## src/rtl/mse_pkg.sv

```systemverilog
// Shared types, opcodes and status codes of the MIPS subset execute unit.
package mse_pkg;

   localparam int REG_COUNT = 32;

   typedef logic [31:0] word_type;
   typedef logic [4:0]  reg_idx_type;
   typedef logic [1:0]  status_type;
   typedef logic [1:0]  func_type;
   typedef logic [5:0]  opcode_type;

   localparam func_type FUNC_EXEC       = 2'd0;
   localparam func_type FUNC_PRESET_REG = 2'd1;
   localparam func_type FUNC_PRESET_MEM = 2'd2;

   localparam opcode_type OP_RTYPE = 6'd0;
   localparam opcode_type OP_BEQ   = 6'd4;
   localparam opcode_type OP_BNE   = 6'd5;
   localparam opcode_type OP_ADDI  = 6'd8;
   localparam opcode_type OP_LW    = 6'd35;
   localparam opcode_type OP_SW    = 6'd43;

   localparam opcode_type FN_ADD = 6'd32;
   localparam opcode_type FN_SUB = 6'd34;
   localparam opcode_type FN_SLT = 6'd42;

   localparam status_type ST_OK          = 2'd0;
   localparam status_type ST_UNSUPPORTED = 2'd1;
   localparam status_type ST_BAD_ADDR    = 2'd2;

   typedef struct packed {
      func_type    func;
      word_type    instruction;
      reg_idx_type preset_register;
      word_type    preset_address;
      word_type    preset_value;
   } req_item_type;

   typedef struct packed {
      status_type  status;
      logic        reg_written;
      reg_idx_type reg_number;
      word_type    reg_value;
      logic        mem_written;
      word_type    mem_address;
      word_type    mem_value;
      logic        branch_taken;
      logic [15:0] branch_offset;
      logic        load;
   } exec_result_type;

   typedef struct packed {
      logic        valid;
      reg_idx_type num;
      word_type    value;
   } wb_type;

endpackage

```

## src/rtl/mse_execute.sv

```systemverilog
// Decode and execute logic for one item of the MIPS subset.
module mse_execute #(
   parameter int MEM_WORDS = 256
) (
   input  mse_pkg::req_item_type    item,
   input  mse_pkg::word_type        oper_a,
   input  mse_pkg::word_type        oper_b,
   output mse_pkg::exec_result_type res
);
   import mse_pkg::*;

   localparam logic [29:0] WORD_LIMIT = 30'(MEM_WORDS);

   opcode_type  op;
   opcode_type  fn;
   reg_idx_type rt;
   reg_idx_type rd;
   logic [15:0] imm;
   word_type    simm;
   word_type    sum_imm;
   logic        sum_ok;
   logic        preset_ok;
   logic        taken;

   always_comb begin
      op        = item.instruction[31:26];
      rt        = item.instruction[20:16];
      rd        = item.instruction[15:11];
      fn        = item.instruction[5:0];
      imm       = item.instruction[15:0];
      simm      = {{16{imm[15]}}, imm};
      sum_imm   = oper_a + simm;
      sum_ok    = (sum_imm[1:0] == 2'b00) && (sum_imm[31:2] < WORD_LIMIT);
      preset_ok = (item.preset_address[1:0] == 2'b00) &&
                  (item.preset_address[31:2] < WORD_LIMIT);
      taken     = (op == OP_BEQ) ? (oper_a == oper_b) : (oper_a != oper_b);
      res       = '0;

      case (item.func)
         FUNC_EXEC: begin
            case (op)
               OP_RTYPE: begin
                  res.reg_number = rd;
                  case (fn)
                     FN_ADD: res.reg_value = oper_a + oper_b;
                     FN_SUB: res.reg_value = oper_a - oper_b;
                     FN_SLT: res.reg_value = {31'd0, $signed(oper_a) < $signed(oper_b)};
                     default: res.status = ST_UNSUPPORTED;
                  endcase
                  res.reg_written = (res.status == ST_OK) && (rd != '0);
               end
               OP_LW: begin
                  res.mem_address = sum_imm;
                  if (!sum_ok) begin
                     res.status = ST_BAD_ADDR;
                  end else if (rt != '0) begin
                     res.reg_written = 1'b1;
                     res.reg_number  = rt;
                     res.load        = 1'b1;
                  end
               end
               OP_SW: begin
                  res.mem_address = sum_imm;
                  if (!sum_ok) begin
                     res.status = ST_BAD_ADDR;
                  end else begin
                     res.mem_written = 1'b1;
                     res.mem_value   = oper_b;
                  end
               end
               OP_ADDI: begin
                  res.reg_written = (rt != '0);
                  res.reg_number  = rt;
                  res.reg_value   = sum_imm;
               end
               OP_BEQ, OP_BNE: begin
                  if (taken) begin
                     res.branch_taken  = 1'b1;
                     res.branch_offset = imm;
                  end
               end
               default: res.status = ST_UNSUPPORTED;
            endcase
         end
         FUNC_PRESET_REG: begin
            res.reg_written = (item.preset_register != '0);
            res.reg_number  = item.preset_register;
            res.reg_value   = item.preset_value;
         end
         FUNC_PRESET_MEM: begin
            res.mem_address = item.preset_address;
            if (preset_ok) begin
               res.mem_written = 1'b1;
               res.mem_value   = item.preset_value;
            end else begin
               res.status = ST_BAD_ADDR;
            end
         end
         default: res.status = ST_UNSUPPORTED;
      endcase

      // Fields of a register write that did not happen read as zero.
      if (!res.reg_written) begin
         res.reg_number = '0;
         res.reg_value  = '0;
      end
   end
endmodule

```

## config.mk

```make
export PLATFORM = sky130hd
export DESIGN_NAME = mse_execute
export DESIGN_NICKNAME = d
export VERILOG_FILES = /design/src/rtl/mse_pkg.sv /design/src/rtl/mse_execute.sv
export SDC_FILE = /design/constraint.sdc
export NUM_CORES = 1
export LEC_CHECK = 0
export BUFFER_PORTS_ARGS = -buffer_cell sky130_fd_sc_hd__buf_2
export CAP_MARGIN = 20
export CORE_MARGIN = 2
export CORE_UTILIZATION = 30
export DETAILED_ROUTE_END_ITERATION = 8
export SYNTH_ARGS = -nofsm -noshare
export SYNTH_HDL_FRONTEND = slang
export SYNTH_SLANG_ARGS = --single-unit
```

## constraint.sdc

```tcl
create_clock -name vclk -period 5.8
set_clock_uncertainty 0.2 [all_clocks]
set_input_delay 1.16 -clock vclk [all_inputs]
set_output_delay 1.16 -clock vclk [all_outputs]
set_load 0.03 [all_outputs]
```

==> results.cfg, run 1 <==
[run_status]
outcome = finished, violations left
violations_in_the_final_reports = setup timing

[setup_path]
worstSetupEndpointType = primary output
critPathMaxStageDelay_ns = 0.58
critical_path_required_ns = 4.44
start_kind = input port
cp_max_fo = 8
timing.critical_path.arrival_ns = 5.00
timing.setup.critical_path_class = in2out
cell_with_the_largest_stage_delay_on_the_worst_path = sky130_fd_sc_hd__or4b_4
critical_path.cell_chain = buf_2 > buf_4 > fa_2 > a211o_1 > a21oi_4 > o2bb2ai_4 > o21ai_2 > xor2_1 > or4_4 > nor4_4 > nand4b_1 > or4b_4 > nor3_4 > buf_6 > buf_6 > buf_16 > a22o_4 > buf_6
crit_top_cell = sky130_fd_sc_hd__buf_6

[die]
num_rows = 57
die-area_sq_um = 25980
starting_density_of_the_core_pct = 30.48
boundaryPins = 290
die_span_in_y_um = 161.2
fp.dieW_um = 161.2
coreArea_sq_um = 24320

[cells_and_area]
most_frequent_standard_cell_in_the_layout_excluding_fill_and_tap_cells = sky130_fd_sc_hd__buf_4
ratio_of_cells_with_drive_above_1_in_the_final_layout_pct = 43.52
n_fill_cell = 2427
diodes = 0
multi_input_comb_area_sq_um = 7594
layout.core_utilization_pct = 51.80
clkbuf_count = 0
final_nets = 1899
final_cell_mix = sky130_fd_sc_hd__buf_4, sky130_fd_sc_hd__buf_2, sky130_fd_sc_hd__a21oi_1, sky130_fd_sc_hd__ha_1, sky130_fd_sc_hd__nor2_1
seq_cell_count = 0
area_growth_pct = 69.92
fin_area_sq_um = 12600
final_cells = 1953
ff_latch_area_sq_um = 0

[synth]
synth-seq-area-share_pct = 0
synthesis.instances = 1117
synth-warning-count = 0
synth_top_area_share_pct = 16.54
synthesis.area_per_instance_sq_um = 6.637
post_synth_instance_area_sq_um = 7413
yosysTopAreaCell = sky130_fd_sc_hd__ha_1
netlist_top_cells_area = sky130_fd_sc_hd__ha_1, sky130_fd_sc_hd__a21oi_1, sky130_fd_sc_hd__a22o_1, sky130_fd_sc_hd__nor2_1, sky130_fd_sc_hd__xnor2_1
synth_cell_type_count = 86
syn_nets = 1385

[global_routing]
globalRoute.totalOverflow = 0
grt_max_degree = 51
number_of_antenna_violations_at_the_first_check_in_global_routing = 2
number_of_global_route_vias_before_repair = 10740
grtUsageTotal_pct = 30.60
grt_pass1_wl_mm = 61.75

[sta]
finalHoldViolCount = 0
timing.final.crit_share_pct = 109.6
slew_violations = 0
totalNegativeSetupSlack_ns = -35.08
timing_worst_slew_pin_value_ns = 1.066
setup_ws_ns = -0.5562
whs_ns = 2.454
achievable-frequency_ghz = 0.1573
setup_violations = 73
max_slew_margin_pct = 28.16
layout_min_cycle_time_ns = 6.356
rsz0062_at_grt = yes

[cts]
post_cts_hold_buffer_count = 0

[power]
power_frac_comb_pct = 100.0
power_report.internal_total_uw = 541.5
power.total_mw = 1.217
power.share.clock_pct = 0
power.switching_fraction_pct = 55.51
proportion_of_power_drawn_by_flip_flops_and_latches_pct = 0
power_switching_uw = 675.6
power_leakage_nw = 6.050
powerDensity_nw_per_um2 = 96.62
ir_drop_uv = 58.87

[detailed_routing]
drc = 0
detail_route.wl_per_cell_um = 21.52
antenna_violating_nets_post_route = 0
drt_pass1_iterations = 5
postRouteWirelength_mm = 42.02
vias = 11100
mean_number_of_vias_per_cell = 5.682
detailedRoute.firstIterationViolations = 788

[placement]
detailedPlacementHpwl_mm = 34.24
io_port_bufs = 285
post-place-ws_ns = -0.7492
post-place-cells = 1937
globalplace.congestion = 0.9917
cell_area_reported_after_detailed_placement_sq_um = 11620

[hold_path]
hold_path.class = in2out

[flow_run]
maximum_capacitance_violations = 0
## final timing paths
check | start | endpoint | slack (ns) | depth (start not counted)
max | oper_a[1] | res[30] | -0.56 | 18
min | item[5] | res[23] | 2.45 | 3
## cells in the mapped netlist, drive strengths merged (9+ instances only)
cell type  instances
xnor2             39
inv               78
a21o              29
nand3             24
a22oi             23
ha                98
nor2             108
a21oi            120
o21bai            20
and2              18
clkbuf            50
nand4             15
nand2b            10
xor2               9
buf               16
o21a              17
a211oi            17
o31ai             13
a31oi             12
o21ai             72
nand2             77
mux2i              9
nor4              19
nor3              32
a221oi             9
a22o              58
## final cells by class
cell class	instances	area share, %
inverter	78	2.354
multi-input combinational	970	60.28
tap	324	3.218
timing repair buffer	581	34.15
## cell families (layout without fill, tap and decap cells)
group	Yosys count	after routing	synth area share, %
multiplexers	9	9	1.215
buffers and inverters	148	659	9.030
AND/OR/NAND/NOR	353	353	23.87
AO/OA/AOI/OAI	458	459	42.87
XOR/XNOR	48	48	5.671
adder cells (fa/ha/maj)	101	101	17.35
## timing repair
| action | 4_1_cts | 5_1_grt |
|---|---|---|
| resized for setup | 172 | 35 |
| setup endpoints to repair | 73 | 73 |
| cloned | 5 | 1 |
| buffers inserted | 8 | 2 |
| pin swaps | 7 | 15 |
## critical path, delay by kind of cell
kind / cells / cell delay [ns]
simple gates: 5 / 1.58
xor+xnor: 1 / 0.17
compound gates: 5 / 0.87
fa+ha+maj: 1 / 0.34
buf+inv: 6 / 0.86
## power groups by stage
stage                     clock, mW  sequential (mW)  combinational (mW)
after floorplan                   0                0               0.591
after global placement            0                0                1.13
after detailed placement          0                0                1.14
after CTS                         0                0                1.17
after global routing              0                0                1.30
final                             0                0                1.22
## per-layer routing
| metal | vias up | routed length (um) | global-route usage (%) |
|---|---|---|---|
| li1 | 5258 | - | - |
| met3 | 106 | 2929 | 3.903 |
| met2 | 515 | 19310 | 52.11 |
| met1 | 5214 | 17410 | 38.49 |
| met4 | 4 | 2350 | 14.00 |
| met5 | - | 23 | 0 |
(Power assumes the default switching activity.)
==> inputs of run 2 (changes only) <==
--- a/config.mk
+++ b/config.mk
@@ -5,6 +5,7 @@
 export SDC_FILE = /design/constraint.sdc
 export NUM_CORES = 1
 export LEC_CHECK = 0
+export ABC_AREA = 1
 export BUFFER_PORTS_ARGS = -buffer_cell sky130_fd_sc_hd__buf_2
 export CAP_MARGIN = 20
 export CORE_MARGIN = 2
==> results.cfg, run 2 <==
[setup_path]
crit_top_cell = sky130_fd_sc_hd__nand3_2
critical_path_required_ns = 4.44
worstSetupPathDepth = 17
timing.setup.critical_path_class = in2out
cp_max_fo = 33
critical_path.cell_chain = buf_2 > ha_1 > fa_1 > buf_4 > nand3_1 > nand3_2 > xor2_1 > nor2_1 > nand2_1 > nor2_2 > nand3_2 > nor2_4 > buf_4 > nand3_2 > buf_12 > o21ai_0 > buf_2
cell_with_the_largest_stage_delay_on_the_worst_path = sky130_fd_sc_hd__fa_1
critPathMaxStageDelay_ns = 0.42
timing.critical_path.arrival_ns = 4.33
worstSetupEndpointType = primary output
worstPathBufferInverterCount = 5
path_delay_family = simple AND/OR/NAND/NOR gates
start_kind = input port
crit_path_start = oper_a[0]

[detailed_routing]
antenna_violating_nets_post_route = 0
vias = 13070
detailedRoute.firstIterationViolations = 1194
detail_route.wl_per_cell_um = 19.68
postRouteWirelength_mm = 49.06
drc = 0
drt_pass1_iterations = 6
mean_number_of_vias_per_cell = 5.244

[run_status]
outcome = finished clean

[cells_and_area]
seq_cell_count = 0
clkbuf_count = 0
n_fill_cell = 3484
final_cell_mix = sky130_fd_sc_hd__nand2_1, sky130_fd_sc_hd__inv_1, sky130_fd_sc_hd__buf_2, sky130_fd_sc_hd__nor2_1, sky130_fd_sc_hd__o21ai_0
fin_area_sq_um = 11360
ff_latch_area_sq_um = 0
ratio_of_cells_with_drive_above_1_in_the_final_layout_pct = 19.76
most_frequent_standard_cell_in_the_layout_excluding_fill_and_tap_cells = sky130_fd_sc_hd__nand2_1
final_nets = 2370
area_growth_pct = 24.12

[global_routing]
use_met2_pct = 47.96
grt_busiest_layer = met2
grtUsageTotal_pct = 29.65
number_of_antenna_violations_at_the_first_check_in_global_routing = 5
globalRoute.totalOverflow = 0
globalRouteMet3Util_pct = 3.133
grt_max_degree = 36
grt.met1_usage_pct = 41.05
number_of_global_route_vias_before_repair = 11770
grt_pass1_wl_mm = 71.41

[synth]
synth-seq-area-share_pct = 0
post_synth_instance_area_sq_um = 9149
syn_nets = 2098
yosysTopAreaCell = sky130_fd_sc_hd__nand2_1
synth_most_common_cell = sky130_fd_sc_hd__nand2_1
ys_top_cells_by_count = sky130_fd_sc_hd__nand2_1, sky130_fd_sc_hd__inv_1, sky130_fd_sc_hd__nor2_1
synthesis.area_per_instance_sq_um = 4.999
synthesis.instances = 1830
synth_top_area_share_pct = 22.36
synth-warning-count = 0
netlist_top_cells_area = sky130_fd_sc_hd__nand2_1, sky130_fd_sc_hd__ha_1, sky130_fd_sc_hd__inv_1, sky130_fd_sc_hd__o21ai_0, sky130_fd_sc_hd__nand3_1
synth_cell_type_count = 48

[sta]
totalNegativeSetupSlack_ns = 0
timing_worst_slew_pin_value_ns = 0.9118
slew_violations = 0
finalHoldViolCount = 0
rsz0062_at_grt = no
achievable-frequency_ghz = 0.1756
whs_ns = 2.480
timing.final.crit_share_pct = 98.19
layout_min_cycle_time_ns = 5.695
setup_violations = 0
max_slew_margin_pct = 39.21

[power]
power_leakage_nw = 6.321
power_switching_uw = 691.3
powerDensity_nw_per_um2 = 88.96
power_report.internal_total_uw = 318.9
power.switching_fraction_pct = 68.43
power.share.clock_pct = 0
power_frac_comb_pct = 100.0
ir_drop_uv = 40.02
proportion_of_power_drawn_by_flip_flops_and_latches_pct = 0

[placement]
cell_area_reported_after_detailed_placement_sq_um = 11200
globalplace.congestion = 1.007
io_port_bufs = 285
detailedPlacementHpwl_mm = 42.45

[flow_run]
maximum_capacitance_violations = 0

[die]
coreArea_sq_um = 29800
starting_density_of_the_core_pct = 30.70
die-area_sq_um = 31910
die_span_in_y_um = 178.6
num_rows = 63
boundaryPins = 290
fp.dieW_um = 178.6

[hold_path]
hold_path.class = in2out
min_delay_path_depth = 4
timing.hold.worst.start = item[79]
==> run 2: tightest hold or removal path: stages <==
cell and delay (ns):
sky130_fd_sc_hd__buf_2 0.12, sky130_fd_sc_hd__inv_1 0.05, sky130_fd_sc_hd__nor2_1 0.03, sky130_fd_sc_hd__buf_2 0.16
==> run 2: timing repair <==
action | CTS | global route
hold buffers | 0 | 0
endpoints found under the setup margin | 0 | 71
setup buffers | 0 | 1
gates resized for setup | 0 | 33
==> run 2: worst paths after layout <==
path / end
min: res[11]
max: res[42]
==> run 2: per-layer routing <==
| layer | wire, um | part of all wire [%] | up-vias |
|---|---|---|---|
| li1 | - | - | 6481 |
| met1 | 22540 | 46 | 5843 |
| met2 | 20940 | 43 | 674 |
| met3 | 3830 | 7.8 | 71 |
| met4 | 1722 | 3.5 | 4 |
| met5 | 22 | 0.045 | - |
==> run 2: final cells by class <==
cell class | instances | area, sq um | share of cell area, %
multi-input cells | 1469 | 7926 | 69.80
repair buffers | 328 | 1797 | 15.82
inverters | 303 | 1137 | 10.02
well taps | 390 | 488.0 | 4.297
diodes | 3 | 7.507 | 0.06611
==> run 2: per-stage QoR <==
| step | total power, mW | util (%) | cells | worst slack [ns] |
|---|---|---|---|---|
| 2_1_floorplan | 0.5958 | - | 1830 | 0.4398 |
| 6_report | 1.010 | 38.11 | 2493 | 0.1051 |
| 3_3_place_gp | 0.9642 | 37.57 | 2489 | 0.06009 |
| 4_1_cts | 0.9718 | 37.57 | 2489 | 0.01603 |
| 5_1_grt | 1.106 | 38.10 | 2492 | 0.009075 |
| 3_5_place_dp | 0.9665 | 37.57 | 2489 | 0.04355 |
==> run 2: power groups by stage <==
stage / logic [mW] / clock network [mW] / registers, mW
6_report: 1.01 / 0.0000000694 / 0
5_1_grt: 1.11 / 0.0000000462 / 0
4_1_cts: 0.972 / 0 / 0
3_5_place_dp: 0.967 / 0 / 0
3_3_place_gp: 0.964 / 0 / 0
2_1_floorplan: 0.596 / 0 / 0
==> run 2: cells by family after synthesis <==
| logic type | Yosys count | synth area share [%] |
|---|---|---|
| adders and majority gates | 101 | 14.06 |
| AOI/OAI and AO/OA | 400 | 25.52 |
| xor gates and xnor gates | 18 | 1.723 |
| buffers and inverters | 361 | 15.18 |
| and+or+nand+nor | 950 | 43.52 |
==> inputs of run 3 (changes only) <==
==> constraint.sdc (replaced) <==
create_clock -name vclk -period 6.85
set_clock_uncertainty 0.2 [all_clocks]
set_input_delay 1.37 -clock vclk [all_inputs]
set_output_delay 1.37 -clock vclk [all_outputs]
set_load 0.03 [all_outputs]
==> results.cfg, run 3 (synthesized netlist as in run 2, its figures left out) <==
[placement]
post-place-ws_ns = 0.4095
io_port_bufs = 285
globalplace.congestion = 0.9827
post-place-cells = 2466
detailedPlacementHpwl_mm = 43.25
cell_area_reported_after_detailed_placement_sq_um = 11000

[cells_and_area]
seq_cell_count = 0
ratio_of_cells_with_drive_above_1_in_the_final_layout_pct = 17.68
ff_latch_area_sq_um = 0
final_cell_mix = sky130_fd_sc_hd__nand2_1, sky130_fd_sc_hd__inv_1, sky130_fd_sc_hd__buf_2, sky130_fd_sc_hd__nor2_1, sky130_fd_sc_hd__o21ai_0
area_growth_pct = 20.27
clkbuf_count = 0
final_cells = 2468
final_nets = 2346
most_frequent_standard_cell_in_the_layout_excluding_fill_and_tap_cells = sky130_fd_sc_hd__nand2_1
fin_area_sq_um = 11000

[detailed_routing]
detail_route.wl_per_cell_um = 20.05
vias = 12900
postRouteWirelength_mm = 49.49
drt_pass1_iterations = 5
drc = 0
antenna_violating_nets_post_route = 0
mean_number_of_vias_per_cell = 5.226
detailedRoute.firstIterationViolations = 1049

[sta]
max_slew_margin_pct = 43.92
achievable-frequency_ghz = 0.1536
totalNegativeSetupSlack_ns = 0
whs_ns = 2.901
slew_violations = 0
layout_min_cycle_time_ns = 6.510
timing_worst_slew_pin_value_ns = 0.8403
setup_ws_ns = 0.3402
finalHoldViolCount = 0
timing.final.crit_share_pct = 95.03
rsz0062_at_grt = no
setup_violations = 0

[global_routing]
globalRouteMet3Util_pct = 2.813
globalRoute.totalOverflow = 0
grt_busiest_layer = met2
grt_max_degree = 39
use_met2_pct = 48.95
number_of_global_route_vias_before_repair = 11670
grt.met1_usage_pct = 40.81
number_of_antenna_violations_at_the_first_check_in_global_routing = 3
grt_pass1_wl_mm = 71.24
grtUsageTotal_pct = 29.77

[power]
power_switching_uw = 582.7
proportion_of_power_drawn_by_flip_flops_and_latches_pct = 0
power_report.internal_total_uw = 245.2
power_leakage_nw = 6.192
power.switching_fraction_pct = 70.38
ir_drop_uv = 27.00
power_frac_comb_pct = 100.0
powerDensity_nw_per_um2 = 75.24
power.share.clock_pct = 0

[hold_path]
min_delay_path_depth = 4
timing.hold.worst.start = item[38]
timing.hold.worst_endpoint = res[56]
hold_path.class = in2out

[setup_path]
worstPathBufferInverterCount = 3
crit_path_start = item[84]
cell_with_the_largest_stage_delay_on_the_worst_path = sky130_fd_sc_hd__buf_2
critPathMaxStageDelay_ns = 0.40
critical_path_required_ns = 5.28
start_kind = input port
crit_top_cell = sky130_fd_sc_hd__nand2_1
timing.setup.critical_path_class = in2out
timing.critical_path.arrival_ns = 4.94
path_delay_family = simple AND/OR/NAND/NOR gates
critical_path.cell_chain = buf_2 > ha_1 > nand2_1 > nor2_1 > nand2_1 > nor2_1 > nand2_1 > nand3_1 > nand2_1 > nand2_1 > nand2_1 > nor2_1 > nand3_2 > nor2_4 > nand3_2 > nand3_2 > nand2_4 > buf_12 > a21oi_2 > buf_2
worstSetupEndpointType = primary output
cp_max_fo = 20

[die]
die-area_sq_um = 31910
die_span_in_y_um = 178.6
coreArea_sq_um = 29800
boundaryPins = 290
starting_density_of_the_core_pct = 30.70
num_rows = 63
fp.dieW_um = 178.6

[cts]
post_cts_buffers = 0
cts_resized = 0
post_cts_hold_buffer_count = 0

[run_status]
outcome = finished clean

[flow_run]
maximum_capacitance_violations = 0
run 3: cell types whose count changed in the layout (fill, tap and decap cells not counted), sizes merged:
| cell | delta |
|---|---|
| buf | -24 |
| diode | -1 |
run 3: layer usage:
metal | routed length [um] | part of all wire [%]
met1 | 22580 | 46
met5 | 13 | 0.026
met3 | 3845 | 7.8
met2 | 21250 | 43
met4 | 1808 | 3.7
run 3: final cells by class:
| cell class | count | area (sq um) |
|---|---|---|
| Antenna cell | 2 | 5.005 |
| Inverter | 303 | 1137 |
| Tap cell | 390 | 488.0 |
| Multi-Input combinational cell | 1469 | 7791 |
| Fill cell | 3508 | 18790 |
| Timing Repair Buffer | 304 | 1582 |
run 3: stage by stage:
| step | power [mW] | util [%] |
|---|---|---|
| 6_report | 0.8279 | 36.93 |
| 5_1_grt | 0.9060 | 36.93 |
| 4_1_cts | 0.8131 | 36.91 |
| 3_5_place_dp | 0.8092 | 36.91 |
| 3_3_place_gp | 0.8077 | 36.91 |
| 2_1_floorplan | 0.5045 | - |
run 3: worst max-delay path by stage:
stage / slack (ns) / end / cells past startpoint
final: 0.34 / res[104] / 20
after global routing: 0.03 / res[116] / 21
after CTS: 0.41 / res[104] / 20
after detailed placement: 0.41 / res[104] / 20
after global placement: 0.43 / res[104] / 19
after floorplan: 1.07 / res[10] / 13
run 3: power groups by stage:
stage	Combinational, mW	Sequential (mW)	Clock (mW)
4_1_cts	0.813	0	0
3_3_place_gp	0.808	0	0
6_report	0.828	0	0.0000000393
2_1_floorplan	0.505	0	0
5_1_grt	0.906	0	0.0000000392
3_5_place_dp	0.809	0	0
